### src/hw/rtl/lcg_key_xor_stream_cipher_unit_defines.svh
// assertion macros for the lcg key xor stream cipher unit
// expects clk and rst_n in the scope of the module that includes it
`ifndef LCG_KEY_XOR_STREAM_CIPHER_UNIT_DEFINES_SVH
`define LCG_KEY_XOR_STREAM_CIPHER_UNIT_DEFINES_SVH

// same-cycle implication, checked outside reset
`define LCGXSC_ASSERT_NOW(label, ante, cons, msg) \
    label: assert property (@(posedge clk) disable iff (!rst_n) (ante) |-> (cons)) \
        else $error(msg);

// next-cycle implication, checked outside reset
`define LCGXSC_ASSERT_NEXT(label, ante, cons, msg) \
    label: assert property (@(posedge clk) disable iff (!rst_n) (ante) |=> (cons)) \
        else $error(msg);

`endif

### src/hw/rtl/lcgxsc_pkg.sv
// shared constants and tables for the lcg key xor stream cipher unit
// no dependencies
package lcgxsc_pkg;

    localparam logic [31:0] LCG_MUL = 32'd214013;
    localparam logic [31:0] LCG_INC = 32'd2531011;

    localparam int KEY_LENGTH_DEFAULT = 32;

    localparam logic [6:0] CHARSET_SIZE = 7'd61;

    // header position counter: counts bytes 0..2, then holds
    localparam logic [1:0] HDR_POS_LAST = 2'd2;
    localparam logic [1:0] HDR_POS_FULL = 2'd3;

    localparam logic [7:0] HDR_BYTE_0 = 8'd66;
    localparam logic [7:0] HDR_BYTE_1 = 8'd90;
    localparam logic [7:0] HDR_BYTE_2 = 8'd104;

    // key charset: a-z, then A-Z, then 1-9
    function automatic logic [7:0] key_char(input logic [5:0] idx);
        logic [7:0] res;
        res = 8'd0;
        priority if (idx < 6'd26)
            res = 8'd97 + {2'b00, idx};
        else if (idx < 6'd52)
            res = 8'd65 + {2'b00, idx - 6'd26};
        else if (idx < 6'd61)
            res = 8'd49 + {2'b00, idx - 6'd52};
        else
            res = 8'd0;
        return res;
    endfunction

    function automatic logic [7:0] hdr_byte(input logic [1:0] pos);
        logic [7:0] res;
        res = 8'd0;
        unique case (pos)
            2'd0:    res = HDR_BYTE_0;
            2'd1:    res = HDR_BYTE_1;
            2'd2:    res = HDR_BYTE_2;
            default: res = 8'd0;
        endcase
        return res;
    endfunction

endpackage

### src/hw/rtl/lcgxsc_key_char.sv
// maps a 15-bit generator output to a key character (value mod 61, then charset)
// depends on lcgxsc_pkg
module lcgxsc_key_char
    import lcgxsc_pkg::*;
(
    input  logic [14:0] rand_val,
    output logic [7:0]  key_out
);

    logic [10:0] fold1;
    logic [7:0]  fold2;
    logic [6:0]  fold3;
    logic [5:0]  char_idx;

    // 64 = 3 mod 61, so fold the upper bits down by 3x until under 2*61
    always_comb
    begin
        fold1 = ({2'b00, rand_val[14:6]} * 11'd3) + {5'd0, rand_val[5:0]};
        fold2 = ({3'b000, fold1[10:6]} * 8'd3) + {2'b00, fold1[5:0]};
        fold3 = ({5'd0, fold2[7:6]} * 7'd3) + {1'b0, fold2[5:0]};
        if (fold3 >= CHARSET_SIZE)
            char_idx = 6'(fold3 - CHARSET_SIZE);
        else
            char_idx = fold3[5:0];
        key_out = key_char(char_idx);
    end

endmodule

### src/hw/rtl/lcg_key_xor_stream_cipher_unit.sv
// top level of the lcg key xor stream cipher: key generation, key store,
// header check and output register; depends on lcgxsc_pkg, lcgxsc_key_char
// and the assertion macro header
//
//  channel   direction  signals                                     handshake
//  in        input      data_byte, start_of_message                 in_valid / in_ready
//  out       output     out_byte, header_done, header_match         out_valid / out_ready
//  seed      input      seed_wdata                                  seed_we (no wait)
//
// one byte per cycle unless stalled; a transferred byte lands in the output register
// the generator step multiplier feeds only its own register, the seed is pre-stepped
// on write, so the per-byte path is a mux, a mod-61 fold, a table and an xor
// in_ready drops only while the output register is full and out_ready is low
// reset returns the block to a fresh message with seed 0; the key store is not cleared
`include "lcg_key_xor_stream_cipher_unit_defines.svh"

module lcg_key_xor_stream_cipher_unit
    import lcgxsc_pkg::*;
#(
    parameter int KEY_LENGTH = KEY_LENGTH_DEFAULT
)
(
    input  logic        clk,
    input  logic        rst_n,

    input  logic        seed_we,
    input  logic [31:0] seed_wdata,

    input  logic        in_valid,
    output logic        in_ready,
    input  logic [7:0]  data_byte,
    input  logic        start_of_message,

    output logic        out_valid,
    input  logic        out_ready,
    output logic [7:0]  out_byte,
    output logic        header_done,
    output logic        header_match
);

    localparam int PosW = (KEY_LENGTH > 1) ? $clog2(KEY_LENGTH) : 1;
    localparam logic [PosW-1:0] PosLast = PosW'(KEY_LENGTH - 1);

    // generator values are kept already stepped: the state this byte would use
    logic [31:0]      seed_step_reg;
    logic [31:0]      gen_step_reg;
    logic [31:0]      gen_step_next;
    logic [PosW-1:0]  pos_reg;
    logic [PosW-1:0]  pos_next;
    logic             first_pass_reg;
    logic             first_pass_next;
    logic [1:0]       hdr_pos_reg;
    logic [1:0]       hdr_pos_next;
    logic             hdr_ok_reg;
    logic             hdr_ok_next;

    logic [7:0]       key_mem [KEY_LENGTH];
    logic [7:0]       key_rd_reg;

    logic             out_valid_reg;
    logic [7:0]       out_byte_reg;
    logic             header_done_reg;
    logic             header_match_reg;

    logic             in_fire;
    logic [31:0]      state_cur;
    logic [PosW-1:0]  pos_cur;
    logic             first_pass_cur;
    logic [1:0]       hdr_pos_cur;
    logic             hdr_ok_cur;
    logic [7:0]       gen_char;
    logic [7:0]       key_cur;
    logic [7:0]       result;
    logic             pos_wrap;
    logic             hdr_active;
    logic             hdr_last;
    logic             match_cur;
    logic             key_wr_en;
    logic [PosW-1:0]  rd_addr;

    assign in_ready = !out_valid_reg || out_ready;
    assign in_fire  = in_valid && in_ready;

    lcgxsc_key_char u_key_char
    (
        .rand_val (state_cur[30:16]),
        .key_out  (gen_char)
    );

    always_comb
    begin
        // a start flag restarts the message before this byte
        state_cur      = start_of_message ? seed_step_reg : gen_step_reg;
        pos_cur        = start_of_message ? '0 : pos_reg;
        first_pass_cur = start_of_message || first_pass_reg;
        hdr_pos_cur    = start_of_message ? 2'd0 : hdr_pos_reg;
        hdr_ok_cur     = start_of_message || hdr_ok_reg;

        key_cur = first_pass_cur ? gen_char : key_rd_reg;
        result  = data_byte ^ key_cur;

        pos_wrap        = (pos_cur == PosLast);
        pos_next        = pos_wrap ? '0 : pos_cur + 1'b1;
        first_pass_next = first_pass_cur && !pos_wrap;

        hdr_active   = (hdr_pos_cur != HDR_POS_FULL);
        hdr_last     = (hdr_pos_cur == HDR_POS_LAST);
        hdr_ok_next  = hdr_active ? (hdr_ok_cur && (result == hdr_byte(hdr_pos_cur)))
                                  : hdr_ok_cur;
        hdr_pos_next = hdr_active ? hdr_pos_cur + 2'd1 : hdr_pos_cur;
        match_cur    = hdr_last && hdr_ok_next;

        gen_step_next = first_pass_cur ? (state_cur * LCG_MUL) + LCG_INC : gen_step_reg;

        key_wr_en = in_fire && first_pass_cur;
        // prefetch the entry the next byte will need
        rd_addr   = in_fire ? pos_next : pos_reg;
    end

    always_ff @(posedge clk or negedge rst_n)
    begin
        if (!rst_n)
        begin
            seed_step_reg <= LCG_INC;
        end
        else if (seed_we)
        begin
            seed_step_reg <= (seed_wdata * LCG_MUL) + LCG_INC;
        end
    end

    always_ff @(posedge clk or negedge rst_n)
    begin
        if (!rst_n)
        begin
            gen_step_reg   <= LCG_INC;
            pos_reg        <= '0;
            first_pass_reg <= 1'b1;
            hdr_pos_reg    <= 2'd0;
            hdr_ok_reg     <= 1'b1;
        end
        else if (in_fire)
        begin
            gen_step_reg   <= gen_step_next;
            pos_reg        <= pos_next;
            first_pass_reg <= first_pass_next;
            hdr_pos_reg    <= hdr_pos_next;
            hdr_ok_reg     <= hdr_ok_next;
        end
    end

    // key store, write-first on a same-address read
    always_ff @(posedge clk)
    begin
        if (key_wr_en)
        begin
            key_mem[pos_cur] <= gen_char;
        end
        if (key_wr_en && (pos_cur == rd_addr))
            key_rd_reg <= gen_char;
        else
            key_rd_reg <= key_mem[rd_addr];
    end

    always_ff @(posedge clk or negedge rst_n)
    begin
        if (!rst_n)
        begin
            out_valid_reg <= 1'b0;
        end
        else if (in_fire)
        begin
            out_valid_reg <= 1'b1;
        end
        else if (out_ready)
        begin
            out_valid_reg <= 1'b0;
        end
    end

    always_ff @(posedge clk)
    begin
        if (in_fire)
        begin
            out_byte_reg     <= result;
            header_done_reg  <= hdr_last;
            header_match_reg <= match_cur;
        end
    end

    assign out_valid    = out_valid_reg;
    assign out_byte     = out_byte_reg;
    assign header_done  = header_done_reg;
    assign header_match = header_match_reg;

    `LCGXSC_ASSERT_NOW(a_match_needs_done, out_valid_reg && !header_done_reg, !header_match_reg, "header_match without header_done")
    `LCGXSC_ASSERT_NOW(a_pos_in_range, 1'b1, pos_reg <= PosLast, "key position past key length")
    `LCGXSC_ASSERT_NEXT(a_start_restarts, in_fire && start_of_message, hdr_pos_reg == 2'd1, "start transfer did not restart header count")
    `LCGXSC_ASSERT_NEXT(a_gen_holds, in_fire && !first_pass_cur, $stable(gen_step_reg), "generator stepped after first key pass")
    `LCGXSC_ASSERT_NEXT(a_third_byte_done, in_fire && !start_of_message && hdr_pos_reg == HDR_POS_LAST, out_valid_reg && header_done_reg, "third byte missing header_done")

endmodule
### config.mk
export PLATFORM = sky130hd
export DESIGN_NAME = lcg_key_xor_stream_cipher_unit
export DESIGN_NICKNAME = d
export VERILOG_FILES = /design/src/hw/rtl/lcgxsc_pkg.sv /design/src/hw/rtl/lcgxsc_key_char.sv /design/src/hw/rtl/lcg_key_xor_stream_cipher_unit.sv
export VERILOG_INCLUDE_DIRS = /design/src /design/src/hw/rtl
export SDC_FILE = /design/constraint.sdc
export NUM_CORES = 2
export LEC_CHECK = 0
export ABC_AREA = 0
export BUFFER_PORTS_ARGS = -buffer_cell sky130_fd_sc_hd__buf_4
export CAP_MARGIN = 20
export CELL_PAD_IN_SITES_DETAIL_PLACEMENT = 0
export CELL_PAD_IN_SITES_GLOBAL_PLACEMENT = 1
export CORE_UTILIZATION = 42
export CTS_BUF_LIST = sky130_fd_sc_hd__clkbuf_2
export CTS_CLUSTER_DIAMETER = 30
export CTS_CLUSTER_SIZE = 10
export DETAILED_ROUTE_END_ITERATION = 10
export PLACE_DENSITY_LB_ADDON = 0.15
export SKIP_LAST_GASP = 1
export SLEW_MARGIN = 10
export SYNTH_ARGS = -nofsm -noshare
export SYNTH_HDL_FRONTEND = slang
export SYNTH_SLANG_ARGS = --single-unit
### constraint.sdc
create_clock -name clk -period 19 [get_ports clk]
set_clock_uncertainty 0.15 [all_clocks]
set_input_delay 2.85 -clock clk [delete_from_list [all_inputs] [get_ports clk]]
set_output_delay 2.85 -clock clk [all_outputs]
set_load 0.02 [all_outputs]
==> run summary <==
Non-Filler Instances: 3602
Initial antenna violation count: 2
Die W: 272 um
Slew Viols, Final: 0
Sequential share of the synthesized area: 32.7%
Period minus WS final: 13.12 ns
Synth-to-layout area growth: 8.77%
Max reg flops: 256
Hold path depth: 2
Tightest Pin Transition: 1.06 ns
CP arrival: 13.67 ns
Core area: 0.0717 mm2
Die H: 272 um
Pin count of the biggest net entering global routing: 60
CP max FO: 33
First-pass GRT wire length: 113000 um
Main flop type after synthesis: edfxtp_1
PostCTS Resize Cnt: 0
Number of H-tree levels: 3
Vias: 18200
RSZ-0062 raised after global routing: no
Dominant cell type by area after synthesis: edfxtp_1
Worst EP required: 19.56 ns
Area of the mapped netlist: 0.0306 mm2
Clock buffer depth: 3
Fin nets: 3309
Vias in the first global route: 20300
Post-synth EDFFs: 266
Net Count, Synth: 3209
Setup bufs post-CTS: 0
Final Setup Violations: 0
Fillers: 6586
Post-DP HPWL: 55300 um
Router iterations before antenna repair: 7
Final Cycle Share: 69.0%
Final hold viol count: 0
Fraction of layout cells with a size suffix above 1: 14.7%
Clock sinks: 346
Antenna-violating nets left: 0
Setup crit start kind: input pin
Clk slew on worst S/H paths: 0.11 ns
Port Buf Inserts: 56
Ys async rst share: 20.8%
Worst path slowest cell: fa_1
HP Start: gen_step_reg[15]
Yosys reg bits: 346
F_max: 76.2 MHz
Clk Latency, worst-skew pair: 1.04 ns
CTS buffer count: 73
Cts-stage hold buffer count: 0
Reg2reg start: seed_step_reg[23]
Hold WC Path Type: flop to flop
Rows: 98
Reg2reg setup slack: 8.20 ns
CTS tree: done
Critical path startpoint: start_of_message
Mean post-synth cell area: 12.3 um2
WL/cell: 19.4 um
Max Cap Viol: 0
Share of the synthesized area in the top cell type: 26.1%
GRT overflow: 0
Critical path class: input pin to flop
Mapped Cells: 2489
Clk root buf: clkbuf_2
DR iter-0 viols: 818
# IOs: 58
Reg2reg end: key_mem[5][5]
CP endpoint: key_mem[5][5]
R2R depth: 36
Final WL: 70000 um
Vias per Instance: 5.07
Netlist cell types: 94
Die footprint: 0.0739 mm2
Hold Slack: 0.311 ns
Yosys warnings: 0
Relative slew slack: 29.6%
Outcome: completed
Inst Count DP: 3460
Slowest Stage Delay on Critical Path: 0.92 ns
Initial cell density of the core: 42.6%
Crit. End Element: flop
Top cells by area, synth: edfxtp_1 (26%), fa_1 (25%), ha_1 (12%), inv_1 (6.7%), mux4_2 (4.7%)
GRT Total Usage: 19.9%
Gpl congestion: 0.807
Post-Route Setup TNS: 0 ns
# DRC: 0
[worst max-delay path: cells and delay by family]
family / cells / cell delay [ns]
simple gates: 9 / 1.66
mux: 2 / 0.82
buf+inv: 5 / 1.96
compound gates: 10 / 2.07
fa+ha+maj: 9 / 3.57
xor+xnor: 3 / 0.64
[layer usage]
metal / share of wire (%) / GRT usage, %
met3: 2.6 / 2.42
met4: 2.6 / 6.00
met5: 0 / 0
met2: 50 / 34.2
met1: 45 / 26.4
[through the flow]
stage	util [%]	area, um2	setup WS (ns)
after floorplan	-	30600	5.53
after global placement	44.8	32100	4.70
after detailed placement	44.8	32100	4.84
after CTS	46.2	33200	5.96
after global routing	46.3	33200	5.11
final	46.3	33200	5.88
[area by class of cell]
class | count | area (um2) | share of cell area, %
antenna | 5 | 12.5 | 0.0376
clock buffer | 80 | 400 | 1.20
clock inverter | 53 | 657 | 1.98
inverter | 547 | 2050 | 6.18
multi-input combinational | 1551 | 18400 | 55.3
sequential | 346 | 9980 | 30.0
tap | 950 | 1190 | 3.58
timing repair buffer | 70 | 561 | 1.69
[cell usage after synthesis, drive strengths merged, types with 6 or more instances]
cell type	number
inv	546
fa	376
ha	298
edfxtp	266
nand2	101
nor2	95
xnor2	91
o21ai	68
a21oi	66
mux4	64
mux2	58
dfrtp	46
mux2i	36
a21o	28
xor2	28
clkbuf	27
dfstp	26
nor3	22
buf	18
o21bai	17
nand2b	15
nand3	15
a211oi	13
nor2b	12
o211ai	12
o21a	11
o31ai	11
a2111oi	9
dfxtp	8
or3	8
a31oi	7
nand4	7
or2	6
[kinds of logic after synthesis]
logic type                 after synthesis  synth area share [%]
adders and majority gates              674                  36.8
buffers and inverters                  592                  7.31
DFF                                    346                  32.7
and+or+nand+nor                        303                  4.65
AOI/OAI and AO/OA                      292                  6.64
muxes                                  158                  8.04
xor gates and xnor gates               124                  3.86
[how the worst min path moves through the flow]
stage,endpoint
2_1_floorplan,gen_step_reg[15]
3_3_place_gp,gen_step_reg[15]
3_5_place_dp,gen_step_reg[15]
4_1_cts,gen_step_reg[15]
5_1_grt,seed_step_reg[21]
6_report,gen_step_reg[15]
[cells in the final DEF (no fill, tap or decap), drive strengths merged, types with 36 or more instances in the layout]
master	count
a21oi	66
buf	69
clkbuf	81
dfrtp	46
edfxtp	266
fa	376
ha	298
inv	554
mux2	58
mux2i	36
mux4	64
nand2	101
nor2	95
o21ai	68
xnor2	91
Power is not shown: default switching activity piles up to over one toggle a cycle in this logic, so the estimate is an artifact.
